`src/otq_pkg.sv`:
```
// Shared types, sizes and helpers for the ordered timeout queue.
// No dependencies; the queue top, the slot cell and the bench import it.
package otq_pkg;

  localparam int MAX_TIMERS   = 16;
  localparam int TIME_BITS    = 32;
  localparam int HANDLE_COUNT = 16;
  localparam int HANDLE_BITS  = 4;
  localparam int RESULT_CAP   = 16;
  localparam int CAP_BITS     = $clog2(RESULT_CAP);

  typedef logic [TIME_BITS-1:0]   tmo_t;
  typedef logic [HANDLE_BITS-1:0] hnd_t;

  typedef enum logic [1:0] {
    OP_APPEND = 2'd0,
    OP_INSERT = 2'd1,
    OP_REMOVE = 2'd2,
    OP_EXPIRE = 2'd3
  } opcode_e;

  typedef enum logic [1:0] {
    STS_OK         = 2'd0,
    STS_LISTED     = 2'd1,
    STS_NOT_LISTED = 2'd2,
    STS_NONE_DUE   = 2'd3
  } status_e;

  typedef enum logic [2:0] {
    CELL_HOLD,
    CELL_APPEND,
    CELL_INSERT,
    CELL_REMOVE,
    CELL_POP
  } cell_op_e;

  typedef enum logic {
    ST_IDLE,
    ST_EXEC
  } state_e;

  typedef struct packed {
    logic occ;
    hnd_t hnd;
    tmo_t tmo;
  } cell_data_t;

  typedef struct packed {
    cell_op_e op;
    hnd_t     hnd;
    tmo_t     tmo;
  } cell_cmd_t;

  // Keep the low TIME_BITS bits of a 32-bit time value.
  function automatic tmo_t fit_time(logic [31:0] v);
    logic [63:0] w;
    w = 64'(v);
    return w[TIME_BITS-1:0];
  endfunction

  // Show the low 32 bits of a stored time value.
  function automatic logic [31:0] show_time(tmo_t v);
    logic [63:0] w;
    w = 64'(v);
    return w[31:0];
  endfunction

endpackage

```
`src/otq_in_if.sv`:
```
// Request channel of the ordered timeout queue: valid/ready plus one beat.
// Depends on nothing but fixed field widths.
interface otq_in_if;
  logic        valid;
  logic        ready;
  logic [1:0]  opcode;
  logic [3:0]  handle;
  logic [31:0] timeout;
  logic [31:0] now_time;

  modport source(output valid, output opcode, output handle, output timeout,
                 output now_time, input ready);
  modport sink(input valid, input opcode, input handle, input timeout,
               input now_time, output ready);
endinterface

```
`src/otq_out_if.sv`:
```
// Result channel of the ordered timeout queue: valid/ready plus one beat.
// Depends on nothing but fixed field widths.
interface otq_out_if;
  logic        valid;
  logic        ready;
  logic [1:0]  status;
  logic [3:0]  expired_handle;
  logic [31:0] expired_timeout;
  logic        last;

  modport source(output valid, output status, output expired_handle,
                 output expired_timeout, output last, input ready);
  modport sink(input valid, input status, input expired_handle,
               input expired_timeout, input last, output ready);
endinterface

```
`src/ordered_timeout_queue.sv`:
```
// Ordered timeout queue: top level with command sequencer, membership
// flags, result register and the row of otq_cell slots. Depends on otq_pkg,
// otq_in_if, otq_out_if and otq_cell.
//
// Usage:
//   req_i carries one command per beat: append, ordered insert, remove or
//   expire up to now_time. rsp_o carries results; every command gives one
//   beat with last set, except an expire that takes entries off the head,
//   which gives one beat per expired entry (at most 16) and marks the final
//   one with last.
//   The command beat is captured into the command registers; the result is
//   then worked out from them and loaded into the result register, which
//   drives rsp_o directly. The sequencer handles one command at a time:
//   req_i.ready is high only while it is idle. Each result step moves the
//   whole slot row at once (shift right to open a slot, shift left to close
//   one), so an expire is paced by the result register: one entry per
//   cycle while rsp_o is not stalled. A stalled receiver holds the result
//   register and freezes the sequencer and the slot row until the beat is
//   taken. Reset empties the list and clears all membership flags at once;
//   slot payloads carry no reset and are never read while unoccupied.
module ordered_timeout_queue (
  input  logic      clk_i,
  input  logic      rst_ni,
  otq_in_if.sink    req_i,
  otq_out_if.source rsp_o
);
  import otq_pkg::*;

  state_e                  state_q, state_d;
  opcode_e                 op_q;
  hnd_t                    hnd_q;
  tmo_t                    tmo_q;
  tmo_t                    now_q;
  logic [CAP_BITS-1:0]     cnt_q, cnt_d;
  logic [HANDLE_COUNT-1:0] listed_q, listed_d;

  logic                    rsp_valid_q;
  status_e                 status_q, status_d;
  hnd_t                    ehnd_q, ehnd_d;
  logic [31:0]             etmo_q, etmo_d;
  logic                    last_q, last_d;

  logic                    accept;
  logic                    slot_free;
  logic                    load_rsp;
  logic                    head_due;
  logic                    next_due;
  cell_cmd_t               cmd;

  cell_data_t              cells   [MAX_TIMERS];
  logic                    found   [MAX_TIMERS+1];

  // Accept a command only while idle.
  assign req_i.ready = (state_q == ST_IDLE);
  assign accept      = req_i.valid && req_i.ready;
  assign slot_free   = !rsp_valid_q || rsp_o.ready;

  // Head entry and the one behind it, compared with the expire time.
  assign head_due = cells[0].occ && (cells[0].tmo <= now_q);
  assign next_due = cells[1].occ && (cells[1].tmo <= now_q);

  always_comb begin
    state_d  = state_q;
    cnt_d    = cnt_q;
    listed_d = listed_q;
    load_rsp = 1'b0;
    status_d = STS_OK;
    ehnd_d   = '0;
    etmo_d   = '0;
    last_d   = 1'b1;
    cmd      = '{op: CELL_HOLD, hnd: hnd_q, tmo: tmo_q};

    if (state_q == ST_IDLE) begin
      cnt_d = '0;
      if (accept) begin
        state_d = ST_EXEC;
      end
    end else if (slot_free) begin
      load_rsp = 1'b1;
      case (op_q)
        OP_APPEND, OP_INSERT: begin
          // Refuse a listed handle or a full row.
          if (listed_q[hnd_q] || cells[MAX_TIMERS-1].occ) begin
            status_d = STS_LISTED;
          end else begin
            cmd.op           = (op_q == OP_APPEND) ? CELL_APPEND : CELL_INSERT;
            listed_d[hnd_q]  = 1'b1;
          end
          state_d = ST_IDLE;
        end
        OP_REMOVE: begin
          if (!listed_q[hnd_q]) begin
            status_d = STS_NOT_LISTED;
          end else begin
            cmd.op          = CELL_REMOVE;
            listed_d[hnd_q] = 1'b0;
          end
          state_d = ST_IDLE;
        end
        default: begin
          // Expire: pop one due head entry per beat.
          if (head_due) begin
            cmd.op                  = CELL_POP;
            listed_d[cells[0].hnd]  = 1'b0;
            ehnd_d                  = cells[0].hnd;
            etmo_d                  = show_time(cells[0].tmo);
            last_d = !next_due || (cnt_q == CAP_BITS'(RESULT_CAP - 1));
            cnt_d  = cnt_q + 1'b1;
            if (last_d) begin
              state_d = ST_IDLE;
            end
          end else begin
            status_d = STS_NONE_DUE;
            state_d  = ST_IDLE;
          end
        end
      endcase
    end
  end

  always_ff @(posedge clk_i or negedge rst_ni) begin
    if (!rst_ni) begin
      state_q     <= ST_IDLE;
      cnt_q       <= '0;
      listed_q    <= '0;
      rsp_valid_q <= 1'b0;
    end else begin
      state_q  <= state_d;
      cnt_q    <= cnt_d;
      listed_q <= listed_d;
      if (load_rsp) begin
        rsp_valid_q <= 1'b1;
      end else if (rsp_o.ready) begin
        rsp_valid_q <= 1'b0;
      end
    end
  end

  // Capture the command beat; hold the result beat until taken.
  always_ff @(posedge clk_i) begin
    if (accept) begin
      op_q  <= opcode_e'(req_i.opcode);
      hnd_q <= req_i.handle;
      tmo_q <= fit_time(req_i.timeout);
      now_q <= fit_time(req_i.now_time);
    end
    if (load_rsp) begin
      status_q <= status_d;
      ehnd_q   <= ehnd_d;
      etmo_q   <= etmo_d;
      last_q   <= last_d;
    end
  end

  assign rsp_o.valid           = rsp_valid_q;
  assign rsp_o.status          = status_q;
  assign rsp_o.expired_handle  = ehnd_q;
  assign rsp_o.expired_timeout = etmo_q;
  assign rsp_o.last            = last_q;

  // Slot row: the found flag walks from head to tail to mark the first
  // slot that takes the new entry or loses its own.
  assign found[0] = 1'b0;

  for (genvar i = 0; i < MAX_TIMERS; i++) begin : g_cell
    cell_data_t left, right;

    if (i == 0) begin : g_head
      assign left = '0;
    end else begin : g_mid_l
      assign left = cells[i-1];
    end

    if (i == MAX_TIMERS - 1) begin : g_tail
      assign right = '0;
    end else begin : g_mid_r
      assign right = cells[i+1];
    end

    otq_cell u_cell (
      .clk_i   (clk_i),
      .rst_ni  (rst_ni),
      .cmd_i   (cmd),
      .found_i (found[i]),
      .left_i  (left),
      .right_i (right),
      .found_o (found[i+1]),
      .data_o  (cells[i])
    );
  end

endmodule

```
`src/otq_cell.sv`:
```
// One list slot of the queue: holds a handle and its timeout, shifts with
// its neighbors. Depends on otq_pkg.
module otq_cell (
  input  logic                clk_i,
  input  logic                rst_ni,
  input  otq_pkg::cell_cmd_t  cmd_i,
  input  logic                found_i,
  input  otq_pkg::cell_data_t left_i,
  input  otq_pkg::cell_data_t right_i,
  output logic                found_o,
  output otq_pkg::cell_data_t data_o
);
  import otq_pkg::*;

  logic       occ_q, occ_d;
  hnd_t       hnd_q, hnd_d;
  tmo_t       tmo_q, tmo_d;
  logic       hit;
  cell_data_t nxt;

  always_comb begin
    case (cmd_i.op)
      CELL_APPEND: hit = !occ_q;
      CELL_INSERT: hit = !occ_q || (tmo_q >= cmd_i.tmo);
      CELL_REMOVE: hit = occ_q && (hnd_q == cmd_i.hnd);
      default:     hit = 1'b0;
    endcase
  end

  assign found_o = found_i | hit;

  always_comb begin
    nxt = '{occ: occ_q, hnd: hnd_q, tmo: tmo_q};
    case (cmd_i.op)
      CELL_APPEND, CELL_INSERT: begin
        if (found_i) begin
          nxt = left_i;
        end else if (hit) begin
          nxt = '{occ: 1'b1, hnd: cmd_i.hnd, tmo: cmd_i.tmo};
        end
      end
      CELL_REMOVE: begin
        if (found_i || hit) begin
          nxt = right_i;
        end
      end
      CELL_POP: nxt = right_i;
      default: ;
    endcase
    occ_d = nxt.occ;
    hnd_d = nxt.hnd;
    tmo_d = nxt.tmo;
  end

  always_ff @(posedge clk_i or negedge rst_ni) begin
    if (!rst_ni) begin
      occ_q <= 1'b0;
    end else begin
      occ_q <= occ_d;
    end
  end

  always_ff @(posedge clk_i) begin
    hnd_q <= hnd_d;
    tmo_q <= tmo_d;
  end

  assign data_o = '{occ: occ_q, hnd: hnd_q, tmo: tmo_q};

endmodule

```
`src/flat_wrapper.sv`:
```
// flat-port wrapper written by rule: the top's interface ports become plain ports
module ordered_timeout_queue_flat import otq_pkg::*;
  (clk_i, rst_ni, req_i_valid, req_i_opcode, req_i_handle, req_i_timeout, req_i_now_time, req_i_ready, rsp_o_valid, rsp_o_status, rsp_o_expired_handle, rsp_o_expired_timeout, rsp_o_last, rsp_o_ready);
  otq_in_if req_i_i ();
  otq_out_if rsp_o_i ();
  input  logic clk_i;
  input  logic rst_ni;
  input wire logic [$bits(req_i_i.valid)-1:0] req_i_valid;
  input wire logic [$bits(req_i_i.opcode)-1:0] req_i_opcode;
  input wire logic [$bits(req_i_i.handle)-1:0] req_i_handle;
  input wire logic [$bits(req_i_i.timeout)-1:0] req_i_timeout;
  input wire logic [$bits(req_i_i.now_time)-1:0] req_i_now_time;
  output wire logic [$bits(req_i_i.ready)-1:0] req_i_ready;
  output wire logic [$bits(rsp_o_i.valid)-1:0] rsp_o_valid;
  output wire logic [$bits(rsp_o_i.status)-1:0] rsp_o_status;
  output wire logic [$bits(rsp_o_i.expired_handle)-1:0] rsp_o_expired_handle;
  output wire logic [$bits(rsp_o_i.expired_timeout)-1:0] rsp_o_expired_timeout;
  output wire logic [$bits(rsp_o_i.last)-1:0] rsp_o_last;
  input wire logic [$bits(rsp_o_i.ready)-1:0] rsp_o_ready;
  assign req_i_i.valid = req_i_valid;
  assign req_i_i.opcode = req_i_opcode;
  assign req_i_i.handle = req_i_handle;
  assign req_i_i.timeout = req_i_timeout;
  assign req_i_i.now_time = req_i_now_time;
  assign req_i_ready = req_i_i.ready;
  assign rsp_o_valid = rsp_o_i.valid;
  assign rsp_o_status = rsp_o_i.status;
  assign rsp_o_expired_handle = rsp_o_i.expired_handle;
  assign rsp_o_expired_timeout = rsp_o_i.expired_timeout;
  assign rsp_o_last = rsp_o_i.last;
  assign rsp_o_i.ready = rsp_o_ready;
  ordered_timeout_queue u_core (.clk_i(clk_i), .rst_ni(rst_ni), .req_i(req_i_i), .rsp_o(rsp_o_i));
endmodule
```
`config.mk`:
```
export PLATFORM = sky130hd
export DESIGN_NAME = ordered_timeout_queue_flat
export DESIGN_NICKNAME = d
export VERILOG_FILES = /design/src/otq_pkg.sv /design/src/otq_in_if.sv /design/src/otq_out_if.sv /design/src/ordered_timeout_queue.sv /design/src/otq_cell.sv /design/src/flat_wrapper.sv
export SDC_FILE = /design/constraint.sdc
export NUM_CORES = 2
export LEC_CHECK = 0
export BUFFER_PORTS_ARGS = -buffer_cell sky130_fd_sc_hd__buf_2
export CORE_MARGIN = 5
export CORE_UTILIZATION = 32
export CTS_BUF_LIST = sky130_fd_sc_hd__clkbuf_8
export CTS_CLUSTER_DIAMETER = 200
export DETAILED_ROUTE_END_ITERATION = 8
export PLACE_DENSITY_LB_ADDON = 0.25
export SLEW_MARGIN = 15
export SYNTH_ARGS = -nofsm -noshare
export SYNTH_HDL_FRONTEND = slang
export SYNTH_SLANG_ARGS = --single-unit
```
`constraint.sdc`:
```
create_clock -name clk_i -period 6.68 [get_ports clk_i]
set_input_delay 1.336 -clock clk_i [delete_from_list [all_inputs] [get_ports clk_i]]
set_output_delay 1.336 -clock clk_i [all_outputs]
set_load 0.05 [all_outputs]
```
==> impl_metrics.yaml <==
power_and_ir_drop:
  p_sw_mw: 12.1
  p_seq_share_pct: 37.8
  netSwitchingFraction_pct: 45.5
  irDropWorstVdd_v: 0.000381
  finalPower_mw: 26.5
  powerDensity_mw_per_mm2: 500
  internal-power_mw: 14.4
  p_clk_share_pct: 16.6
  power.leakage_nw: 20.9
  p_comb_share_pct: 45.6
synth:
  yosys.area.top_type: "edfxtp_1"
  synth_area_mm2: 0.0472
  synth_top_area_share_pct: 43.6
  synth_edf_count: 685
  yosysWarnings: 0
  synth_nets: 5262
  synth_cell_types: 76
  syn_area_per_cell_um2: 10.2
  synthTopCellsByCount: "edfxtp_1, nand2_1, ha_1"
  async_flop_share_pct: 5.26
  ys_ff_latch: 723
  synth_most_common_cell: "edfxtp_1"
  synth-main-ff-cell: "edfxtp_1"
  synth_area_leaders: "edfxtp_1, ha_1, mux2i_1"
  synthCells: 4639
  yosysSeqAreaShare_pct: 45.6
floorplanning:
  ioPinCount: 115
  start_util_pct: 32.1
  fp.dieArea_mm2: 0.155
  num_rows: 141
  core-area_mm2: 0.147
  die_x_um: 394
  dieHeight_um: 394
finish:
  multi_input_area_mm2: 0.0242
  fin_area_mm2: 0.0530
  nFillCells: 14900
  finalNetCount: 5369
  syn_to_final_growth_pct: 12.3
  seq_area_mm2: 0.0215
  drive_above_1_share_pct: 10.1
sta:
  fin_skew_ns: 0.0359
  hold_viol_final: 0
  setup_tns_ns: 0
  layout_min_cycle_time_ns: 5.55
  setup_viol: 0
  timing.fmax_mhz: 180
  drv_slew: 0
  fin_hold_ws_ns: 0.519
  relSlewSlack_pct: 12.1
  rsz0062_at_grt: "no"
  worstMarginPinSlew_ns: 1.31
  post-route-period-util_pct: 83.0
setup_path:
  cp.required_ns: 7.23
  crit_type: "flop to flop"
  cp_max_fo: 28
  cp-startpoint: "u_core.tmo_q[1]"
  cp-start-kind: "flop"
  endpoint_kind: "flop"
  cp.arrival_ns: 6.10
  worstReg2RegStart: "u_core.tmo_q[1]"
clocking:
  post_cts_buffers: 0
  cts.sinks: 723
  insertion_delay_ns: 0.89
  cts_root_buf: "clkbuf_8"
  clkTransAtPathRegs_ns: 0.06
  cts_made_buffers: 138
  tritoncts: "built"
  cts_hold_buf: 0
  h-tree-depth: 4
  clk_path_buf_depth: 3
  postCtsResizedCells: 0
global_routing:
  overflow: 0
  antenna_found_initial: 3
  grt_pass1_vias: 38000
  grt_max_degree: 124
  grt_pass1_wl_mm: 257
  grt_use_total_pct: 21.8
hold_path:
  worstHoldPathType: "flop to flop"
  hp-start: "u_core.listed_q[11]"
place:
  placed_area_mm2: 0.0504
  place.gp.congestion: 0.946
  port_buffers: 114
  hpwl_mm: 127
outcome:
  outcome: "complete, no violations"
route:
  routed_wl_mm: 174
  route.detailed.drc: 0
  wl_per_cell_um: 25.7
  first_pass_iters: 6
  drtIter0Drc: 3485
  num_vias: 38500
  antenna_left: 0
  avgViaCountPerCell: 5.67
run:
  max_cap_violations: 0
worst paths after layout:
kind	slack, ns	depth (start not counted)	to
worst min-delay path	0.52	2	u_core.listed_q[11]
min in group asynchronous	0.63	1	u_core.listed_q[0]
max in group asynchronous	5.39	1	u_core.g_cell[11].u_cell.occ_q
worst min register to register	0.52	2	u_core.listed_q[11]
worst max-delay path	1.13	14	u_core.g_cell[13].u_cell.tmo_q[14]
worst max register to register	1.13	14	u_core.g_cell[13].u_cell.tmo_q[14]
registers in the layout (all words and copies together) (netlist names), 2 cells and up:
name / cells
u_core.hnd_q: 4
u_core.op_q: 2
u_core.g_cell.u_cell.tmo_q: 512
u_core.rsp_o.expired_handle: 4
u_core.g_cell.u_cell.hnd_q: 64
u_core.tmo_q: 32
u_core.rsp_o.expired_timeout: 32
u_core.listed_q: 16
u_core.rsp_o.status: 2
u_core.now_q: 32
u_core.cnt_q: 4
u_core.g_cell.u_cell.occ_q: 16
critical path: stages (launching register included):
cell and delay [ns]:
edfxtp_1 0.36, buf_4 0.19, inv_1 0.38, ha_1 0.32, a2111oi_0 0.98, buf_4 0.26
o311ai_0 0.15, o311a_1 0.42, o21ai_1 0.19, o311a_1 0.20, and4b_4 0.44, and4_2 0.37
buf_4 0.45, nand3_2 0.14, buf_4 0.31
layout by cell type (no fill, tap or decap), types with 10 or more instances in the layout:
cell type,Yosys,routed
edfxtp_1,685,685
nand2_1,681,675
ha_1,549,549
o21ai_0,358,358
a21oi_1,320,320
mux2i_1,278,278
nand3_1,236,230
nor2_1,207,205
o211ai_1,188,188
inv_1,108,152
clkbuf_8,0,149
buf_4,16,136
buf_2,46,114
nand4_1,94,94
a21o_1,80,79
a31oi_1,62,62
and2_1,39,38
dfrtp_1,38,38
xor2_1,36,36
o21ai_1,34,34
clkinv_1,0,34
xnor2_1,30,30
a211oi_1,25,25
nor3_1,23,22
nor2b_1,22,21
nor4_1,18,16
and3_1,16,15
nand2b_1,19,14
o221ai_1,14,14
buf_12,0,13
and4_1,14,12
a2111oi_0,11,10
o21a_1,10,10
a32oi_1,10,10
power groups by stage:
stage                     combinational, mW  sequential [mW]  clock [mW]
after CTS                              12.0             9.97        4.52
after global placement                 11.7             10.1           0
after floorplan                        7.72             9.47           0
after global routing                   13.2             10.2        4.72
after detailed placement               11.9             10.0           0
final                                  12.1             10.0        4.41
through the flow:
step           utilization [%]  std cells  setup slack (ns)
5_1_grt                   36.0       6791             0.805
3_3_place_gp              34.2       6536             0.980
4_1_cts                   36.0       6789              1.16
2_1_floorplan                -       4639              1.00
6_report                  36.0       6793              1.13
3_5_place_dp              34.2       6536             0.973
cell type report:
cell class | instances | share of cell area [%]
clock inverters | 104 | 1.13
inverters | 108 | 0.765
diodes | 4 | 0.0189
clock buffers | 149 | 3.87
repair buffers | 263 | 3.49
well taps | 1930 | 4.56
flip-flops and latches | 723 | 40.6
multi-input cells | 3512 | 45.6
metal layers:
| layer | global-route usage, % | part of all wire (%) | up-vias |
|---|---|---|---|
| met3 | 3.49 | 6.1 | 345 |
| met5 | 0 | 0.015 | - |
| met1 | 28.3 | 43 | 19100 |
| met4 | 9.59 | 4.6 | 4 |
| met2 | 35.9 | 47 | 1299 |
| li1 | - | - | 17800 |
cells by family (layout without fill, tap and decap cells):
logic type	Yosys count	after routing	share of synthesized area, %
xor+xnor	66	66	1.22
buf+inv	404	624	3.57
fa+ha+maj	549	549	14.6
compound gates	1213	1213	15.7
other cells	0	4	0
flops	723	723	45.6
mux	281	281	5.99
simple gates	1403	1403	13.4
Power figures use the tool's default switching activity.
